===== config.mk =====
export PLATFORM = sky130hd
export DESIGN_NAME = prewg_queue
export DESIGN_NICKNAME = d
export VERILOG_FILES = /design/src/design/prewg_queue.sv
export SDC_FILE = /design/constraint.sdc
export NUM_CORES = 1
export LEC_CHECK = 0
export ABC_AREA = 1
export BUFFER_PORTS_ARGS = -buffer_cell sky130_fd_sc_hd__buf_2
export CAP_MARGIN = 20
export CORE_MARGIN = 2
export CORE_UTILIZATION = 30
export DETAILED_ROUTE_END_ITERATION = 12
export PLACE_DENSITY = 0.54
export SLEW_MARGIN = 20
export SYNTH_ARGS = -nofsm -noshare
export SYNTH_HDL_FRONTEND = slang
export SYNTH_SLANG_ARGS = --single-unit

===== constraint.sdc =====
create_clock -name clk -period 2.5 [get_ports clk]
set_input_delay 0.25 -clock clk [delete_from_list [all_inputs] [get_ports clk]]
set_output_delay 0.25 -clock clk [all_outputs]
set_load 0.005 [all_outputs]

===== src/design/prewg_queue.sv =====
// Two-entry job queue between the window front end and the root back end.
// Depends on nothing but its width parameter.
module prewg_queue #(
  parameter int W = 31
) (
  input  logic         clk,
  input  logic         rst,
  input  logic         push,
  input  logic [W-1:0] push_data,
  output logic         full,
  input  logic         pop,
  output logic         valid,
  output logic [W-1:0] pop_data
);

  logic [W-1:0] entry [0:1];
  logic         wr_ptr;
  logic         rd_ptr;
  logic [1:0]   count;

  assign full     = (count == 2'd2);
  assign valid    = (count != 2'd0);
  assign pop_data = entry[rd_ptr];

  always_ff @(posedge clk) begin
    if (rst) begin
      wr_ptr <= 1'b0;
      rd_ptr <= 1'b0;
      count  <= 2'd0;
    end else begin
      if (push) wr_ptr <= ~wr_ptr;
      if (pop) rd_ptr <= ~rd_ptr;
      if (push && !pop) count <= count + 2'd1;
      else if (pop && !push) count <= count - 2'd1;
    end
  end

  always_ff @(posedge clk) begin
    if (push) entry[wr_ptr] <= push_data;
  end

endmodule


==> results of run 1 <==
power by group:
group	internal (mW)	switching (mW)	leakage, nW
Combinational	0.127	0.113	0.494
Clock	0.553	0.390	0.101
Sequential	1.29	0.0217	0.624
Total	1.97	0.524	1.22
critical path: cells and delay by family, from the launching register on:
kind     cells  cell delay, ps
flops        1             630
buf+inv      2             370
mux          1             370
flip-flops by register name, indices dropped and copies added, names as in the netlist, named ones only:
signal / count
count: 2
wr_ptr: 1
entry: 62
rd_ptr: 1
synthesized netlist by cell type:
cell,number
sky130_fd_sc_hd__nand3_1,1
sky130_fd_sc_hd__nor2_1,6
sky130_fd_sc_hd__nand2_1,6
sky130_fd_sc_hd__dfxtp_1,5
sky130_fd_sc_hd__mux2_2,31
sky130_fd_sc_hd__ha_1,1
sky130_fd_sc_hd__nor3_1,1
sky130_fd_sc_hd__edfxtp_1,62
sky130_fd_sc_hd__o21ai_0,1
sky130_fd_sc_hd__a21oi_1,1
sky130_fd_sc_hd__inv_1,9
sky130_fd_sc_hd__buf_6,3
sky130_fd_sc_hd__nand4_1,1
sky130_fd_sc_hd__xnor2_1,1
cell type report:
class | instances | area (sq um)
inverter | 9 | 33.8
sequential | 67 | 1960
timing repair buffer | 70 | 383
clock buffer | 10 | 128
clock inverter | 6 | 80.1
fill | 790 | 4930
tap | 105 | 131
multi-input combinational | 50 | 449
worst max path at each step:
stage          cells past startpoint            to      start  slack, ps
6_report                           3  pop_data[11]  flip-flop        530
5_1_grt                            3  pop_data[11]  flip-flop        430
4_1_cts                            3  pop_data[11]  flip-flop        470
3_5_place_dp                       3  pop_data[11]  flip-flop        830
3_3_place_gp                       3  pop_data[11]  flip-flop        850
2_1_floorplan                      1   entry[0][0]     wr_ptr        440
per-layer routing:
| metal | track usage | wire length [um] | up-vias |
|---|---|---|---|
| li1 | - | - | 639 |
| met2 | 0.180 | 2210 | 42 |
| met3 | 0.0367 | 265 | 9 |
| met5 | 0 | 0 | - |
| met4 | 0.0507 | 80 | 0 |
| met1 | 0.116 | 1790 | 659 |
cells by family (layout without fill, tap and decap cells):
group | Yosys count | count (layout) | synth area share
adder cells (fa/ha/maj) | 1 | 1 | 0.00506
multiplexers | 31 | 31 | 0.141
AO/OA/AOI/OAI | 2 | 2 | 0.00405
flip-flops | 67 | 67 | 0.794
AND/OR/NAND/NOR | 15 | 15 | 0.0248
XOR/XNOR | 1 | 1 | 0.00354
buffers and inverters | 12 | 95 | 0.0273
cells in the final DEF (no fill, tap or decap), types with 2 or more instances in the layout:
cell,instances
sky130_fd_sc_hd__edfxtp_1,62
sky130_fd_sc_hd__dfxtp_1,5
sky130_fd_sc_hd__inv_1,9
sky130_fd_sc_hd__buf_12,2
sky130_fd_sc_hd__clkbuf_8,9
sky130_fd_sc_hd__buf_2,67
sky130_fd_sc_hd__clkinv_1,2
sky130_fd_sc_hd__nor2_1,5
sky130_fd_sc_hd__bufinv_16,2
sky130_fd_sc_hd__mux2_2,31
sky130_fd_sc_hd__nand2_1,6
through the flow:
stage                     cells  cell area, sq um
after floorplan             129              2470
after CTS                   317              3170
after global placement      301              2960
after global routing        317              3170
after detailed placement    301              2960
final                       317              3170
==> tab_implementation.tex, run 1 <==
\begin{tabular}{lr}
\hline
Metric & Value \\
\hline
\multicolumn{2}{l}{\textbf{Worst setup path}} \\
\quad Crit path max fanout & 22 \\
\quad Data arrival time of the critical path & 1720 ps \\
\quad Worst setup slack for register-to-register paths & 1140 ps \\
\quad R2R Path Start & wr\_ptr \\
\quad Worst endpoint required time & 2250 ps \\
\quad Cells along the critical path & buf\_12 -> mux2\_2 -> buf\_2 \\
\quad Worst reg-to-reg path cell count & 3 \\
\quad Crit end category & output pin \\
\quad Type of the worst setup path & flip-flop to output pin \\
\quad Stage delay of the slowest cell on the critical path & about 630 ps \\
\quad R2r endpoint & entry[1][3] \\
\quad Critical Path Slowest Stage Cell & sky130\_fd\_sc\_hd\_\_dfxtp\_1 \\
\quad Startpoint Class & flip-flop \\
\multicolumn{2}{l}{\textbf{Synth}} \\
\quad Register bit total from synthesis & between 60 and 70 \\
\quad Synth cell types & 14 \\
\quad Number of warnings reported in the yosys synthesis log & 0 \\
\quad Synthesized area per cell & between 15 and 20 sq um \\
\quad Cell type with the largest total area after synthesis & sky130\_fd\_sc\_hd\_\_edfxtp\_1 \\
\quad Post-synthesis instance total & roughly 130 \\
\quad Proportion of netlist area held by the largest area contributor & 0.753 \\
\quad Net count after synthesis & $\sim$170 \\
\quad Sequential fraction of the synthesis area & 0.794 \\
\quad Cell Area, Synth & 0.00247 sq mm \\
\quad Synth area leaders & sky130\_fd\_sc\_hd\_\_edfxtp\_1, sky130\_fd\_sc\_hd\_\_mux2\_2, sky130\_fd\_sc\_hd\_\_dfxtp\_1, sky130\_fd\_sc\_hd\_\_inv\_1, sky130\_fd\_sc\_hd\_\_buf\_6 \\
\multicolumn{2}{l}{\textbf{GRT}} \\
\quad Total global routing track utilization & 0.105 \\
\quad Final global-route overflow total & 0 \\
\quad Initial antenna violation count & 0 \\
\quad Largest net degree at the start of global routing & 24 \\
\quad Vias in the first global route & 1,416 \\
\quad Wire length of the first global-routing pass & 6.76 mm \\
\multicolumn{2}{l}{\textbf{Run}} \\
\quad Number of violations of the max-capacitance limit & 0 \\
\multicolumn{2}{l}{\textbf{Outcome}} \\
\quad Run status & complete, no violations \\
\multicolumn{2}{l}{\textbf{Finish}} \\
\quad Post-Route Utilization & 0.391 \\
\quad Number of nets in the layout & 243 \\
\quad Antenna Cells & 0 \\
\quad P\&R area growth vs syn & 28.2\% \\
\quad Share of layout cells above drive strength 1 & 0.542 \\
\multicolumn{2}{l}{\textbf{Power and ir drop}} \\
\quad Cell leakage power & around 1.2 nW \\
\quad Power density normalized to cell area & between 700 and 800 mW/mm\^{}2 \\
\quad Total power after layout & 2.50 mW \\
\quad Worst VDD drop & 0.322 mV \\
\multicolumn{2}{l}{\textbf{Detailed routing}} \\
\quad DRT Pass-1 Iters & 4 \\
\quad Count of vias placed by the detailed router & about 1,300 \\
\quad Avg Vias per Cell & 4.26 \\
\quad Average wire per cell in the routed design & 13.7 um \\
\quad Antenna-violating nets left & 0 \\
\quad Violation count after the first detailed-routing iteration & 29 \\
\quad DRC violations left & 0 \\
\quad Total length of routed wires & between 4 and 5 mm \\
\multicolumn{2}{l}{\textbf{Floorplan}} \\
\quad Top-level port count & 68 \\
\quad Row count & 33 \\
\quad Core ar. & $\sim$0.0081 sq mm \\
\quad Die boundary height & 94.8 um \\
\quad Initial core utilization & 0.305 \\
\quad Die span in x & around 95 um \\
\quad Die area & 0.00898 sq mm \\
\multicolumn{2}{l}{\textbf{Clock network}} \\
\quad Post CTS Setup Buffer Count & 0 \\
\quad Number of hold-repair buffers added at the cts stage & 0 \\
\quad H-tree depth & 3 \\
\quad Clock latency of the later-clocked register in the worst-skew pair & 330 ps \\
\quad Buffer cell driving the clock tree root & sky130\_fd\_sc\_hd\_\_clkbuf\_8 \\
\quad Maximum clock path buffer count & 2 \\
\quad Clock tree from TritonCTS & built \\
\quad Clock transition at the registers of the reported paths & 70 ps \\
\quad TritonCTS sink count & 67 \\
\quad Number of buffers created by CTS & 9 \\
\quad Number of gates given a new drive strength after cts & 0 \\
\multicolumn{2}{l}{\textbf{STA}} \\
\quad FMAX & 507 MHz \\
\quad Final setup fails & 0 \\
\quad Final setup slack of the worst path & 529 ps \\
\quad Time the final worst path needs with I/O delays and setup & just under 2000 ps \\
\quad Hold Fails Final Rpt & 0 \\
\quad Hold Worst Slack & 98.4 ps \\
\quad Worst Tran Pin Value & $\sim$500 ps \\
\quad Period utilization & 0.788 \\
\quad Worst slew margin & 0.668 \\
\quad Pins over their slew limit & 0 \\
\quad Worst setup skew after layout & 7.57 ps \\
\quad RSZ-0062 raised after global routing & false \\
\quad Total Neg Setup Slack & 0 ps \\
\multicolumn{2}{l}{\textbf{Placed design}} \\
\quad Worst slack, placed & 834 ps \\
\quad HPWL after detailed placement & 2.91 mm \\
\quad Input/output buffers & 67 \\
\quad Weighted congestion reported at the end of routability-driven placement & a little under 0.7 \\
\multicolumn{2}{l}{\textbf{Min path}} \\
\quad Cell count of the worst hold path & 1 \\
\quad Hold crit path type & primary input to flip-flop \\
\quad Worst min-delay path startpoint & push\_data[27] \\
\quad Endpoint with the worst hold slack & entry[0][27] \\
\hline
\end{tabular}
(Power assumes the default switching activity.)
==> run 2, diff against run 1 <==
--- a/config.mk
+++ b/config.mk
@@ -11,7 +11,7 @@
 export CORE_MARGIN = 2
 export CORE_UTILIZATION = 30
 export DETAILED_ROUTE_END_ITERATION = 12
-export PLACE_DENSITY = 0.54
+export PLACE_DENSITY = 0.55
 export SLEW_MARGIN = 20
 export SYNTH_ARGS = -nofsm -noshare
 export SYNTH_HDL_FRONTEND = slang
==> constraint.sdc (replaced) <==
create_clock -name clk -period 1.75 [get_ports clk]
set_input_delay 0.175 -clock clk [delete_from_list [all_inputs] [get_ports clk]]
set_output_delay 0.175 -clock clk [all_outputs]
set_load 0.005 [all_outputs]
==> run 2 against run 1 <==
Setup slack worse by 380 ps. Non-clock buffer count increased by 10. Clock skew is 2.5 ps lower. Critical path depth stayed put. Utilization is 0.43 points higher. Combinational power increased by 51%. Global-route usage decreased by 0.26 points. Wire length shrank 2.6%. First-iteration DRC count is 69% higher. Flip-flop and latch count unchanged. Clock power up 10%. Largest cell class unchanged.
==> tab_implementation.tex, run 2 (synthesis results as in run 1) <==
\begin{tabular}{lr}
\hline
Metric & Value \\
\hline
\multicolumn{2}{l}{\textbf{Floorplan}} \\
\quad Die boundary height & between 90 and 100 um \\
\quad Row count & 33 \\
\quad Initial core utilization & 0.305 \\
\quad Die area & 0.00898 sq mm \\
\quad Die span in x & around 95 um \\
\quad Top-level port count & 68 \\
\quad Core ar. & 0.00809 sq mm \\
\multicolumn{2}{l}{\textbf{Detailed routing}} \\
\quad DRC violations left & 0 \\
\quad Average wire per cell in the routed design & 13.0 um \\
\quad Violation count after the first detailed-routing iteration & 49 \\
\quad Total length of routed wires & 4.24 mm \\
\quad Avg Vias per Cell & 4.18 \\
\quad Count of vias placed by the detailed router & 1,366 \\
\quad DRT Pass-1 Iters & 3 \\
\quad Antenna-violating nets left & 0 \\
\multicolumn{2}{l}{\textbf{Finish}} \\
\quad Flip-flop count of the largest register after layout & 62 \\
\quad Filler cells & 782 \\
\quad Post-Route Utilization & 0.396 \\
\quad Top library cells by usage in the layout, fill and taps aside & sky130\_fd\_sc\_hd\_\_buf\_2, sky130\_fd\_sc\_hd\_\_edfxtp\_1, sky130\_fd\_sc\_hd\_\_mux2\_2 \\
\quad Footprint of the multi-input gates & 449 sq um \\
\quad Largest registers in the final layout & entry x62, count x2 \\
\quad Number of nets in the layout & about 250 \\
\quad Antenna Cells & 0 \\
\quad Top reg by flops & entry \\
\quad P\&R area growth vs syn & 29.6\% \\
\quad Total area of sequential cells & 0.00196 sq mm \\
\quad Share of layout cells above drive strength 1 & 0.523 \\
\quad Commonest non-fill, non-tap cell in the layout & sky130\_fd\_sc\_hd\_\_buf\_2 \\
\multicolumn{2}{l}{\textbf{Power and ir drop}} \\
\quad Switching share of power & 0.225 \\
\quad Clock share of power & 0.319 \\
\quad Cell leakage power & 1.24 nW \\
\quad Relative contribution of sequential cells to total power & 0.571 \\
\quad Net switching power & around 740 uW \\
\quad Power density normalized to cell area & 1020 mW/mm\^{}2 \\
\quad Total power after layout & 3.28 mW \\
\quad Worst VDD drop & 0.469 mV \\
\quad Internal cell power & 2.54 mW \\
\quad Combinational power share & 0.111 \\
\multicolumn{2}{l}{\textbf{GRT}} \\
\quad Vias in the first global route & 1,373 \\
\quad Final global-route overflow total & 0 \\
\quad Total global routing track utilization & 0.103 \\
\quad Largest net degree at the start of global routing & 33 \\
\quad Initial antenna violation count & 0 \\
\quad Wire length of the first global-routing pass & approximately 6.5 mm \\
\multicolumn{2}{l}{\textbf{Clock network}} \\
\quad Maximum clock path buffer count & 2 \\
\quad Number of buffers created by CTS & 9 \\
\quad Clock transition at the registers of the reported paths & 70 ps \\
\quad H-tree depth & 3 \\
\quad Buffer cell driving the clock tree root & sky130\_fd\_sc\_hd\_\_clkbuf\_8 \\
\quad Clock tree from TritonCTS & built \\
\quad Clock latency of the later-clocked register in the worst-skew pair & 330 ps \\
\quad TritonCTS sink count & between 60 and 70 \\
\quad Post CTS Setup Buffer Count & 0 \\
\multicolumn{2}{l}{\textbf{Outcome}} \\
\quad Run status & complete, no violations \\
\multicolumn{2}{l}{\textbf{Min path}} \\
\quad Hold crit path type & primary input to flip-flop \\
\multicolumn{2}{l}{\textbf{Placed design}} \\
\quad Weighted congestion reported at the end of routability-driven placement & 0.676 \\
\quad HPWL after detailed placement & 2.76 mm \\
\quad Input/output buffers & 67 \\
\multicolumn{2}{l}{\textbf{Worst setup path}} \\
\quad Worst endpoint required time & $\sim$1600 ps \\
\quad Bufs and invs on worst path & 2 \\
\quad Data arrival time of the critical path & 1430 ps \\
\quad Stage delay of the slowest cell on the critical path & 370 ps \\
\quad Critical Path Slowest Stage Cell & sky130\_fd\_sc\_hd\_\_mux2\_2 \\
\quad Crit path max fanout & 17 \\
\quad Cells along the critical path & buf\_4 -> mux2\_2 -> buf\_2 \\
\quad Crit end category & output pin \\
\quad Kind of cell with the highest combined delay on the critical path & buffers and inverters \\
\quad Worst setup slack for register-to-register paths & 660 ps \\
\quad R2r endpoint & entry[1][9] \\
\quad Type of the worst setup path & flip-flop to output pin \\
\quad Logic depth of the worst path, buffers included & 3 \\
\quad R2R Path Start & wr\_ptr \\
\quad Startpoint Class & flip-flop \\
\quad Worst setup endpoint & pop\_data[3] \\
\quad Worst reg-to-reg path cell count & 3 \\
\multicolumn{2}{l}{\textbf{Run}} \\
\quad Number of violations of the max-capacitance limit & 0 \\
\multicolumn{2}{l}{\textbf{STA}} \\
\quad Worst Tran Pin Value & $\sim$240 ps \\
\quad Time the final worst path needs with I/O delays and setup & 1610 ps \\
\quad Total Neg Setup Slack & 0 ps \\
\quad Worst slew margin & 0.838 \\
\quad RSZ-0062 raised after global routing & false \\
\quad Period utilization & 0.918 \\
\quad Final setup fails & 0 \\
\quad Pins over their slew limit & 0 \\
\quad Worst setup skew after layout & roughly 5.0 ps \\
\quad FMAX & about 620 MHz \\
\quad Hold Fails Final Rpt & 0 \\
\hline
\end{tabular}
[run 2: how the worst min path moves through the flow]
| stage | from | to | slack [ps] | cells after the start |
|---|---|---|---|---|
| finish | push_data[29] | entry[0][29] | 20 | 1 |
| global route | push_data[2] | entry[0][2] | 1 | 1 |
| CTS | push_data[19] | entry[1][19] | 5 | 1 |
| floorplan | rst | flip-flop | 250 | 1 |
| global placement | push_data[29] | entry[0][29] | 360 | 1 |
| detailed placement | push_data[29] | entry[0][29] | 370 | 1 |
[run 2: repair_timing]
| item | 4_1_cts | 5_1_grt |
|---|---|---|
| endpoints found under the hold margin | 0 | 15 |
| hold buffers | 0 | 8 |
| gates resized for setup | 0 | 0 |
[run 2: layer usage]
layer / vias to the layer above / wire length [um] / GRT usage
met5: - / 0 / 0
li1: 657 / - / -
met2: 45 / 2080 / 0.160
met3: 8 / 277 / 0.0471
met1: 656 / 1780 / 0.118
met4: 0 / 90 / 0.0543
[run 2: stage by stage]
step           hold WS (ps)  setup WS, ps  cells  area, sq um
3_5_place_dp            368           486    303         2960
3_3_place_gp            363           501    303         2960
2_1_floorplan           247           200    129         2470
5_1_grt                1.44          44.1    327         3200
6_report               22.4           144    327         3200
4_1_cts                5.01           104    319         3120
[run 2: layout make-up]
class	count	area share
tap	105	0.0410
multi-input combinational	50	0.140
inverter	9	0.0106
clock inverter	6	0.0102
sequential	67	0.613
clock buffer	10	0.0399
timing repair buffer	80	0.145
[run 2: worst register-to-register path, stage by stage, from the launching register on]
cell,delay [ps]
sky130_fd_sc_hd__dfxtp_1,390
sky130_fd_sc_hd__nand2_1,70
sky130_fd_sc_hd__inv_1,90
sky130_fd_sc_hd__buf_12,220
[run 2: power groups by stage]
stage	Sequential (mW)	Clock [mW]	Combinational (mW)
after floorplan	1.90	0	0.192
after global routing	1.88	1.17	0.405
after CTS	1.87	1.10	0.361
after global placement	1.90	0	0.356
after detailed placement	1.90	0	0.360
final	1.87	1.04	0.362
