**src/design/prewg_pkg.sv**
```systemverilog
// Shared codes, field widths and status type for the Prewitt gradient block.
// No dependencies; imported by the top level, front end, back end and bench.
package prewg_pkg;

  localparam logic OP_SAMPLE = 1'b0;
  localparam logic OP_FLUSH  = 1'b1;

  localparam logic REG_FRAME_WIDTH  = 1'b0;
  localparam logic REG_FRAME_HEIGHT = 1'b1;

  localparam int FW_BITS     = 12;
  localparam int FH_BITS     = 13;
  localparam int CFG_BITS    = 13;
  localparam int ROW_BITS    = 12;
  localparam int IN_BITS     = 12;
  localparam int MAG_BITS    = 15;
  localparam int MAX_HEIGHT  = 4096;

  localparam logic [FW_BITS-1:0] FW_RESET = 12'd2048;
  localparam logic [FH_BITS-1:0] FH_RESET = 13'd1;

  typedef struct packed {
    logic busy;
    logic draining;
  } front_status_t;

endpackage

```
**src/design/prewg_back.sv**
```systemverilog
// Back end: squares gx/gy, takes an integer square root two radicand bits
// per cycle, and holds the result in the output register. Uses prewg_pkg.
module prewg_back import prewg_pkg::*; #(
  parameter int SAMPLE_BITS = 12
) (
  input  logic                   clk,
  input  logic                   rst,
  input  logic                   q_valid,
  input  logic [SAMPLE_BITS+2:0] q_gx,
  input  logic [SAMPLE_BITS+2:0] q_gy,
  input  logic                   q_last,
  output logic                   q_pop,
  output logic                   out_valid,
  input  logic                   out_stall,
  output logic [MAG_BITS-1:0]    magnitude,
  output logic                   frame_last
);

  localparam int GW  = SAMPLE_BITS + 3;
  localparam int RW  = SAMPLE_BITS + 3;
  localparam int RDW = 2 * RW;
  localparam int NW  = $clog2(RW + 1);

  typedef enum logic [1:0] {B_IDLE, B_SQ, B_ROOT, B_DONE} state_t;

  state_t                  state;
  logic signed [GW-1:0]    gx;
  logic signed [GW-1:0]    gy;
  logic                    last;
  logic [RDW-1:0]          rad;
  logic [RW+1:0]           rem;
  logic [RW-1:0]           root;
  logic [NW-1:0]           steps;
  logic signed [2*GW-1:0]  sqx;
  logic signed [2*GW-1:0]  sqy;
  logic [RW+1:0]           rem_sh;
  logic [RW+1:0]           trial;
  logic                    fits;
  logic [MAG_BITS+RW-1:0]  root_ext;

  assign sqx    = gx * gx;
  assign sqy    = gy * gy;
  assign rem_sh = {rem[RW-1:0], rad[RDW-1:RDW-2]};
  assign trial  = {root, 2'b01};
  assign fits   = (rem_sh >= trial);
  assign root_ext = {{MAG_BITS{1'b0}}, root};
  assign q_pop  = (state == B_IDLE) && q_valid;

  always_ff @(posedge clk) begin
    if (rst) begin
      state     <= B_IDLE;
      out_valid <= 1'b0;
    end else begin
      if (out_valid && !out_stall) out_valid <= 1'b0;
      case (state)
        B_IDLE: begin
          if (q_valid) begin
            gx    <= q_gx;
            gy    <= q_gy;
            last  <= q_last;
            state <= B_SQ;
          end
        end
        B_SQ: begin
          rad   <= RDW'(sqx + sqy);
          rem   <= '0;
          root  <= '0;
          steps <= '0;
          state <= B_ROOT;
        end
        B_ROOT: begin
          rad   <= {rad[RDW-3:0], 2'b00};
          rem   <= fits ? rem_sh - trial : rem_sh;
          root  <= {root[RW-2:0], fits};
          steps <= steps + NW'(1);
          if (steps == NW'(RW - 1)) state <= B_DONE;
        end
        B_DONE: begin
          if (!out_valid || !out_stall) begin
            out_valid  <= 1'b1;
            magnitude  <= root_ext[MAG_BITS-1:0];
            frame_last <= last;
            state      <= B_IDLE;
          end
        end
        default: state <= B_IDLE;
      endcase
    end
  end

endmodule

```
**config.mk**
```make
export PLATFORM = sky130hd
export DESIGN_NAME = prewg_back
export DESIGN_NICKNAME = d
export VERILOG_FILES = /design/src/design/prewg_pkg.sv /design/src/design/prewg_back.sv
export SDC_FILE = /design/constraint.sdc
export NUM_CORES = 1
export LEC_CHECK = 0
export BUFFER_PORTS_ARGS = -buffer_cell sky130_fd_sc_hd__buf_2
export CAP_MARGIN = 5
export CORE_ASPECT_RATIO = 0.5
export CORE_MARGIN = 1
export CORE_UTILIZATION = 42
export DETAILED_ROUTE_END_ITERATION = 8
export SYNTH_ARGS = -nofsm -noshare
export SYNTH_HDL_FRONTEND = slang
export SYNTH_SLANG_ARGS = --single-unit
```
**constraint.sdc**
```tcl
create_clock -name clk -period 10.2 [get_ports clk]
set_clock_uncertainty 0.1 [all_clocks]
set_input_delay 0 -clock clk [delete_from_list [all_inputs] [get_ports clk]]
set_output_delay 0 -clock clk [all_outputs]
set_load 0.005 [all_outputs]
```
==> run_results.csv, run 1 <==
group,metric,value,unit
synthesis,synth_flop_cell,"edfxtp_1",
grt,antenna_found_initial,0,
die,io_pins,53,
clock_tree,cts_made_buffers,17,
timing,drv_slew,0,
die,initial_core_util,42.85,%
clock_tree,clkTransAtPathRegs,0.07,ns
detailed_routing,drt.antenna.violating_nets,0,
timing,rsz0062_at_grt,"no",
timing,worst_slew_pin_slew,0.9898,ns
synthesis,synth.avg_cell_area,10.37,um^2
cells_and_area,final_cell_mix,"inv_1, fa_1, nand2_1, ha_1, and2_1",
outcome,status,"completed",
setup_path,setup.worst_path.start_class,"flip-flop",
cells_and_area,regArea,0.003393,mm^2
placement,placed_area,0.02118,mm^2
clock_tree,cts_tree,"yes",
detailed_routing,drt_first_pass_iters,5,
synthesis,synth_edf_count,111,
clock_tree,cts-resized-gates,0,
placement,portBuffers,52,
setup_path,regToRegSetupSlack,2.12,ns
synthesis,yosys-top-cells-area,"fa_1, edfxtp_1, inv_1",
synthesis,yosysTopAreaCellShare,44.78,%
detailed_routing,vias_per_cell,4.747,
grt,grt_pass1_vias,14170,
setup_path,required,10.25,ns
timing,final.setup.tns,0,ns
cells_and_area,multi_input_area,0.01446,mm^2
grt,track_usage,18.42,%
synthesis,syn_inst,1949,
synthesis,syn_nets,2589,
timing,hold_violations,0,
die,die_w,312.2,um
detailed_routing,drc_errors,0,
clock_tree,worstSkewPairLatency,0.44,ns
setup_path,critPathKind,"reg2reg",
grt,grt_pass1_wl,70530,um
placement,hpwl,33990,um
detailed_routing,drtIter0Drc,592,
cells_and_area,num-nets-final,2656,
setup_path,critPathLaunch,"gy[0]$_DFFE_PP_",
cells_and_area,postLayoutCellArea,0.02209,mm^2
clock_tree,cts_buffer_depth,2,
detailed_routing,vias,12660,
detailed_routing,routedWlPerCell,15.24,um
setup_path,endpoint,"rad[28]$_DFFE_PP_",
cells_and_area,layout_commonest_cell,"inv_1",
cells_and_area,layout-drive-gt1-share,5.619,%
timing,finalSetupViolCount,0,
synthesis,ys_ff_latch,114,
synthesis,yosysTopAreaCell,"fa_1",
synthesis,async_flop_share,0,%
timing,period_minus_slack,8.085,ns
setup_path,reg2reg_to,"rad[28]$_DFFE_PP_",
detailed_routing,finalWirelength,40640,um
cells_and_area,syn_to_final_growth,9.344,%
clock_tree,cts_root_buffer,"clkbuf_16",
min_path,hp-class,"in2reg",
synthesis,synth-seq-area-share,16.79,%
timing,holdWs,0.1625,ns
synthesis,synth_cell_types,54,
synthesis,netlist_area,0.02021,mm^2
clock_tree,cts-hold-fix-buffers,35,
job,cap_viol_max_count,0,
cells_and_area,fillers,4454,
die,rows,56,
clock_tree,h-tree-depth,4,
clock_tree,cts_setup_buffers,0,
die,coreArea,0.04716,mm^2
cells_and_area,antennaDiodeCount,0,
setup_path,reg2reg_depth,22,
setup_path,path_max_fanout,16,
grt,gr-total-overflow,0,
placement,gp_congestion,0.8572,
timing,relSlewSlack,34.02,%
synthesis,yosysWarnings,0,
die,die-area,0.04904,mm^2
die,die_height,157.1,um
grt,grt_max_degree,105,
timing,fmax,0.1237,GHz
setup_path,r2r_start,"gy[0]$_DFFE_PP_",
setup_path,endpoint_kind,"flip-flop",
timing,period_share,79.26,%
clock_tree,clock_sinks,114,
setup_path,cp.arrival,8.14,ns
worst max-delay path: stages (launching register included):
cell	delay [ns]
edfxtp_1	0.75
nand2_1	0.27
fa_1	0.83
inv_1	0.34
fa_1	0.45
inv_1	0.07
fa_1	0.43
fa_1	0.51
inv_1	0.05
fa_1	0.60
fa_1	0.44
fa_1	0.49
inv_1	0.05
fa_1	0.49
inv_1	0.05
ha_1	0.35
and3_1	0.22
a41oi_2	0.21
a31oi_1	0.16
or4_1	0.48
a31oi_1	0.21
xor2_1	0.16
o21ai_1	0.06
registers in the layout (all words and copies together), names as in the netlist:
signal,cells
out_valid,1
magnitude,15
gy,15
frame_last,1
root,15
state,2
rem,15
last,1
rad,30
gx,15
steps,4
routing by layer:
layer	vias to the layer above	GRT usage (%)	share of wire [%]	wire length [um]
met1	6568	24.11	44	17970
met2	185	32.86	52	20970
li1	5878	-	-	-
met4	0	4.038	1.2	480
met5	-	0	0	0
met3	29	2.266	3.0	1219
how the worst min path moves through the flow:
stage / start / to / slack [ns] / depth (start not counted)
after CTS: q_gy[3] / gy[3]$_DFFE_PP_ / 0.13 / 2
after global placement: q_gx[6] / gx[6]$_DFFE_PP_ / 0.08 / 1
final: q_gy[8] / gy[8]$_DFFE_PP_ / 0.16 / 2
after detailed placement: q_gx[10] / gx[10]$_DFFE_PP_ / 0.08 / 1
after floorplan: rst / out_valid$_SDFF_PP0_ / -0.03 / 1
after global routing: q_gy[10] / gy[10]$_DFFE_PP_ / 0.15 / 2
cells in the mapped netlist (all sizes together) (2+ instances only):
library cell	number
a2111oi	2
a211o	2
a211oi	5
a21boi	5
a21o	20
a21oi	25
a22oi	3
a31o	2
a31oi	7
and2	113
and3	6
buf	3
clkbuf	45
dfxtp	3
edfxtp	111
fa	452
ha	153
inv	586
mux2	5
nand2	152
nand2b	9
nand3	21
nand4	2
nor2	36
nor2b	36
nor3	5
o21a	6
o21ai	48
o221ai	2
o31ai	3
or2	4
or3	3
xnor2	37
xor2	23
layout make-up:
type	instances	area share, %
flip-flops and latches	114	15.36
clock inverters	15	0.6173
multi-input cells	1201	65.46
inverters	586	9.956
well taps	638	3.613
clock buffers	17	1.925
repair buffers	96	3.069
cells by family after synthesis:
group / synth area share, %
buffers and inverters: 11.82
AOI/OAI and AO/OA: 4.551
DFF: 16.79
muxes: 0.3282
and+or+nand+nor: 9.648
xor gates and xnor gates: 2.601
adders and majority gates: 54.26
through the flow:
| step | worst slack, ns | cells | utilization, % |
|---|---|---|---|
| global route | 1.704 | 2667 | 46.85 |
| CTS | 2.073 | 2667 | 46.85 |
| finish | 2.115 | 2667 | 46.85 |
| detailed placement | 2.092 | 2600 | 44.92 |
| global placement | 2.105 | 2600 | 44.92 |
| floorplan | 2.677 | 1949 | - |
Power of run 1 is left out: the tool's default activity adds up to more than one toggle a clock period on the data nets, which glitch-free logic cannot reach.
==> run 2, diff against run 1 <==
Settings changed: ABC_AREA set to 1.
Clock period 10.2 ns to 7.9 ns, I/O delays scaled along.
==> run 2 against run 1 <==
Compared with the run above:
- final area increased by 4.1%
- register-to-register slack worse by 1.7 ns
- via count rose by 12%
- clock-buffer cell count unchanged
- setup slack got worse by 1.7 ns
==> run_results.csv, run 2 <==
group,metric,value,unit
outcome,status,"completed",
synthesis,yosysWarnings,0,
synthesis,synth_fa_ha_area_share,52.49,%
synthesis,synth_edf_count,111,
cells_and_area,num-nets-final,3034,
detailed_routing,routedWlPerCell,14.78,um
placement,gp_congestion,0.9006,
synthesis,synth_xor_area_share,1.048,%
timing,worst_slew_pin_slew,0.8434,ns
cells_and_area,syn_to_final_growth,10.09,%
clock_tree,h-tree-depth,4,
placement,portBuffers,52,
die,die-area,0.05068,mm^2
cells_and_area,antennaDiodeCount,0,
die,rows,57,
detailed_routing,vias_per_cell,4.655,
synthesis,muxShareOfSynthArea,0,%
cells_and_area,final_cell_mix,"inv_1, fa_1, nand2_1, ha_1, edfxtp_1",
setup_path,endpoint_kind,"flip-flop",
setup_path,required,7.97,ns
setup_path,cp.arrival,7.56,ns
synthesis,synth_compound_area_share,3.378,%
timing,hold_violations,0,
placement,hpwl,38050,um
grt,grt_pass1_wl,77110,um
synthesis,yosys-top-cells-area,"fa_1, edfxtp_1, inv_1",
setup_path,cpMostUsedCell,"fa_1",
synthesis,syn_inst,2310,
timing,rsz0062_at_grt,"no",
die,coreArea,0.04878,mm^2
timing,fmax,0.1335,GHz
timing,period_minus_slack,7.491,ns
cells_and_area,layout-drive-gt1-share,6.149,%
synthesis,synth-seq-area-share,16.25,%
synthesis,synth.most_common_cell,"inv_1",
setup_path,max_stage_delay,0.63,ns
cells_and_area,layout_commonest_cell,"inv_1",
timing,period_share,94.82,%
detailed_routing,drt_first_pass_iters,5,
setup_path,critPathKind,"reg2reg",
clock_tree,cts_tree,"yes",
clock_tree,cts_root_buffer,"clkbuf_16",
placement,pre_cts_ws,0.3432,ns
synthesis,syn_nets,2950,
synthesis,synth_cell_types,43,
synthesis,synth_flop_cell,"edfxtp_1",
synthesis,yosysTopAreaCell,"fa_1",
die,die_height,159.7,um
grt,track_usage,19.50,%
timing,drv_slew,0,
setup_path,critPathSlowestCell,"edfxtp_1",
setup_path,setup.worst_path.start_class,"flip-flop",
grt,gr-total-overflow,0,
grt,grt_max_degree,69,
die,initial_core_util,42.82,%
synthesis,yosys.area_share.simple,12.04,%
clock_tree,cts_buffer_depth,2,
detailed_routing,vias,14230,
synthesis,yosysTopAreaCellShare,43.32,%
synthesis,synth.avg_cell_area,9.042,um^2
timing,finalWorstSetupSlack,0.4091,ns
cells_and_area,largest_reg_flops,30,
min_path,hp-class,"in2reg",
clock_tree,cts_made_buffers,17,
timing,final.setup.tns,0,ns
timing,relSlewSlack,43.43,%
clock_tree,clkTransAtPathRegs,0.08,ns
synthesis,synth_common_cells,"inv_1, fa_1, nand2_1",
grt,grt_pass1_vias,15650,
synthesis,async_flop_share,0,%
synthesis,synth_top_family_by_area,"adder cells",
timing,holdWs,0.1627,ns
detailed_routing,drt.antenna.violating_nets,0,
synthesis,netlist_area,0.02089,mm^2
clock_tree,clock_sinks,114,
die,die_w,317.4,um
timing,finalSetupViolCount,0,
detailed_routing,drtIter0Drc,869,
job,cap_viol_max_count,0,
synthesis,ys_ff_latch,114,
clock_tree,worstSkewPairLatency,0.44,ns
setup_path,path_max_fanout,10,
detailed_routing,drc_errors,0,
cells_and_area,regMostFlops,"rad",
die,io_pins,53,
grt,antenna_found_initial,1,
detailed_routing,finalWirelength,45180,um
-- run 2: timing repair --
| action | in CTS | in global routing |
|---|---|---|
| buffers inserted | 0 | 4 |
| setup endpoints to repair | 0 | 4 |
| endpoints found under the hold margin | 34 | 0 |
| resized for setup | 0 | 2 |
| hold buffers | 36 | 0 |
-- run 2: path summary, 6_finish.rpt --
kind,slack [ns],to,cells after the start,startpoint
min,0.16,gx[5]$_DFFE_PP_,2,q_gx[5]
min reg2reg,0.35,magnitude[14]$_DFFE_PP_,0,root[14]$_SDFFCE_PN0P_
max reg2reg,0.41,rad[27]$_DFFE_PP_,25,gx[9]$_DFFE_PP_
max,0.41,rad[27]$_DFFE_PP_,25,gx[9]$_DFFE_PP_
-- run 2: stage by stage --
stage	instance area [um^2]	utilization, %	std cells
2_1_floorplan	20890	-	2310
3_3_place_gp	21980	45.06	2984
4_1_cts	22960	47.07	3052
6_report	23000	47.14	3056
5_1_grt	23000	47.14	3056
3_5_place_dp	21980	45.06	2984
-- run 2: routing by layer --
layer  global-route usage (%)  routed length, um  vias to the layer above  share of wire [%]
met3                    2.312               1735                       26                3.8
li1                         -                  -                     6803                  -
met4                    3.349                458                        0                1.0
met2                    34.64              23040                      235                 51
met1                    25.87              19940                     7161                 44
met5                        0                  0                        -                  0
-- run 2: critical path: cells and delay by family, from the launching register on --
kind / cells / cell delay, ns
buffers and inverters: 8 / 0.81
adder cells (fa/ha/maj): 9 / 4.47
AND/OR/NAND/NOR: 8 / 1.20
flip-flops: 1 / 0.63
-- run 2: final cells by class --
class                           instances  area (um^2)
Multi-Input combinational cell       1377        14430
Clock inverter                         15        195.2
Fill cell                            4700        25790
Inverter                              761         2856
Timing Repair Buffer                  123        883.3
Sequential cell                       114         3393
Clock buffer                           17        425.4
Tap cell                              649        812.0
-- run 2: logic make-up after synthesis --
family | count (synthesis)
adders and majority gates | 605
AOI/OAI and AO/OA | 129
xor gates and xnor gates | 25
DFF | 114
buffers and inverters | 819
and+or+nand+nor | 618
Power of run 2 is left out for the same reason.
==> run 3, diff against run 2 <==
Settings changed: CELL_PAD_IN_SITES_DETAIL_PLACEMENT set to 1, CELL_PAD_IN_SITES_GLOBAL_PLACEMENT set to 1, CTS_CLUSTER_SIZE set to 25, PLACE_DENSITY_LB_ADDON set to 0.1.
==> run 3 against run 2 <==
Compared with the run above:
- global-route usage up 2.8 points
- sequential share of layout area decreased by 0.078 points
- fmax is 0.79% lower
- setup slack got worse by 0.059 ns
- hold slack lost 0.0050 ns
- clock-buffer cell count unchanged
- highest routed layer unchanged
==> run_results.csv, run 3 (synthesis gave the netlist of run 2 again) <==
group,metric,value,unit
outcome,status,"completed",
clock_tree,cts_tree,"yes",
cells_and_area,postLayoutCellArea,0.02312,mm^2
cells_and_area,layout-drive-gt1-share,6.768,%
setup_path,setup.worst_path.start_class,"flip-flop",
setup_path,cpMostUsedCell,"inv_1",
timing,period_minus_slack,7.550,ns
detailed_routing,drt.antenna.violating_nets,0,
timing,rsz0062_at_grt,"no",
min_path,worstHoldPathCells,2,
clock_tree,cts_made_buffers,17,
min_path,holdPathEnd,"gx[5]$_DFFE_PP_",
setup_path,critPathSlowestCell,"edfxtp_1",
timing,worst_slew_pin_slew,1.209,ns
setup_path,required,7.97,ns
setup_path,reg2reg_to,"rad[29]$_DFFE_PP_",
die,io_pins,53,
cells_and_area,layout_commonest_cell,"inv_1",
cells_and_area,antennaDiodeCount,0,
clock_tree,h-tree-depth,4,
timing,final.setup.tns,0,ns
job,cap_viol_max_count,0,
clock_tree,clock_sinks,114,
clock_tree,worstSkewPairLatency,0.45,ns
placement,placed_area,0.02203,mm^2
detailed_routing,drtIter0Drc,622,
clock_tree,clkTransAtPathRegs,0.08,ns
cells_and_area,syn_to_final_growth,10.68,%
grt,antenna_found_initial,0,
die,die_w,317.4,um
cells_and_area,num-nets-final,3050,
min_path,hp-class,"in2reg",
setup_path,r2r_start,"gy[7]$_DFFE_PP_",
grt,gr-total-overflow,0,
cells_and_area,fillers,5717,
detailed_routing,routedWlPerCell,16.73,um
grt,grt_max_degree,69,
cells_and_area,final_cell_mix,"inv_1, fa_1, nand2_1, ha_1, edfxtp_1",
setup_path,critPathKind,"reg2reg",
placement,gp_congestion,0.8795,
clock_tree,cts_root_buffer,"clkbuf_16",
cells_and_area,regMostFlops,"rad",
timing,finalSetupViolCount,0,
timing,drv_slew,0,
setup_path,cp.arrival,7.62,ns
grt,grt_pass1_wl,86990,um
clock_tree,cts_buffer_depth,2,
detailed_routing,vias,14510,
grt,track_usage,22.27,%
min_path,worstHoldStart,"q_gx[5]",
grt,grt_pass1_vias,16760,
timing,fmax,0.1324,GHz
detailed_routing,vias_per_cell,4.724,
detailed_routing,drc_errors,0,
die,die_height,159.7,um
placement,portBuffers,52,
setup_path,path_max_fanout,11,
setup_path,reg2reg_depth,30,
die,coreArea,0.04878,mm^2
die,die-area,0.05068,mm^2
cells_and_area,largest_reg_flops,30,
cells_and_area,final_util,47.39,%
setup_path,regToRegSetupSlack,0.35,ns
placement,hpwl,44050,um
detailed_routing,drt_first_pass_iters,4,
die,initial_core_util,42.82,%
detailed_routing,finalWirelength,51390,um
setup_path,max_stage_delay,0.70,ns
timing,period_share,95.57,%
setup_path,endpoint_kind,"flip-flop",
timing,hold_violations,0,
timing,relSlewSlack,19.18,%
die,rows,57,
==> run 3: worst max-delay path: cells and delay by family (launching register included) <==
kind | cells | cell delay, ns
fa+ha+maj | 9 | 4.28
flops | 1 | 0.70
compound gates | 2 | 0.36
simple gates | 8 | 0.87
buf+inv | 11 | 0.97
==> run 3: metrics by stage <==
stage | setup slack [ns] | std cells | hold WS, ns
final | 0.3496 | 3072 | 0.1578
after CTS | 0.3112 | 3059 | 0.1326
after detailed placement | 0.3386 | 2991 | 0.07827
after global placement | 0.4120 | 2991 | 0.07584
after global routing | 0.002541 | 3072 | 0.1673
after floorplan | 0.9629 | 2310 | -0.03093
==> run 3: worst max path at each step <==
stage,start,endpoint,cells after the start
detailed placement,gy[14]$_DFFE_PP_,rad[29]$_DFFE_PP_,29
global placement,gy[7]$_DFFE_PP_,rad[29]$_DFFE_PP_,30
floorplan,gy[14]$_DFFE_PP_,rad[29]$_DFFE_PP_,28
global route,gy[10]$_DFFE_PP_,rad[29]$_DFFE_PP_,28
CTS,gy[14]$_DFFE_PP_,rad[29]$_DFFE_PP_,29
finish,gy[7]$_DFFE_PP_,rad[29]$_DFFE_PP_,30
==> run 3: repair_timing <==
action,4_1_cts,5_1_grt
hold buffers,36,0
setup buffers,0,13
endpoints found under the hold margin,34,0
endpoints found under the setup margin,0,2
gates resized for setup,0,2
==> run 3: final cells by class <==
type,count,area [um^2],area share [%]
multi-input combinational,1377,14430,62.42
sequential,114,3393,14.68
inverter,761,2856,12.36
timing repair buffer,139,1003,4.341
tap,649,812.0,3.512
clock buffer,17,425.4,1.840
clock inverter,15,197.7,0.8551
==> run 3: layer usage <==
metal,share of wire [%],up-vias,global-route usage (%)
met4,1.0,0,3.654
li1,-,6838,-
met3,2.6,37,2.649
met2,52,149,39.69
met1,44,7487,29.47
met5,0,-,0
Power of run 3 is left out for the same reason.
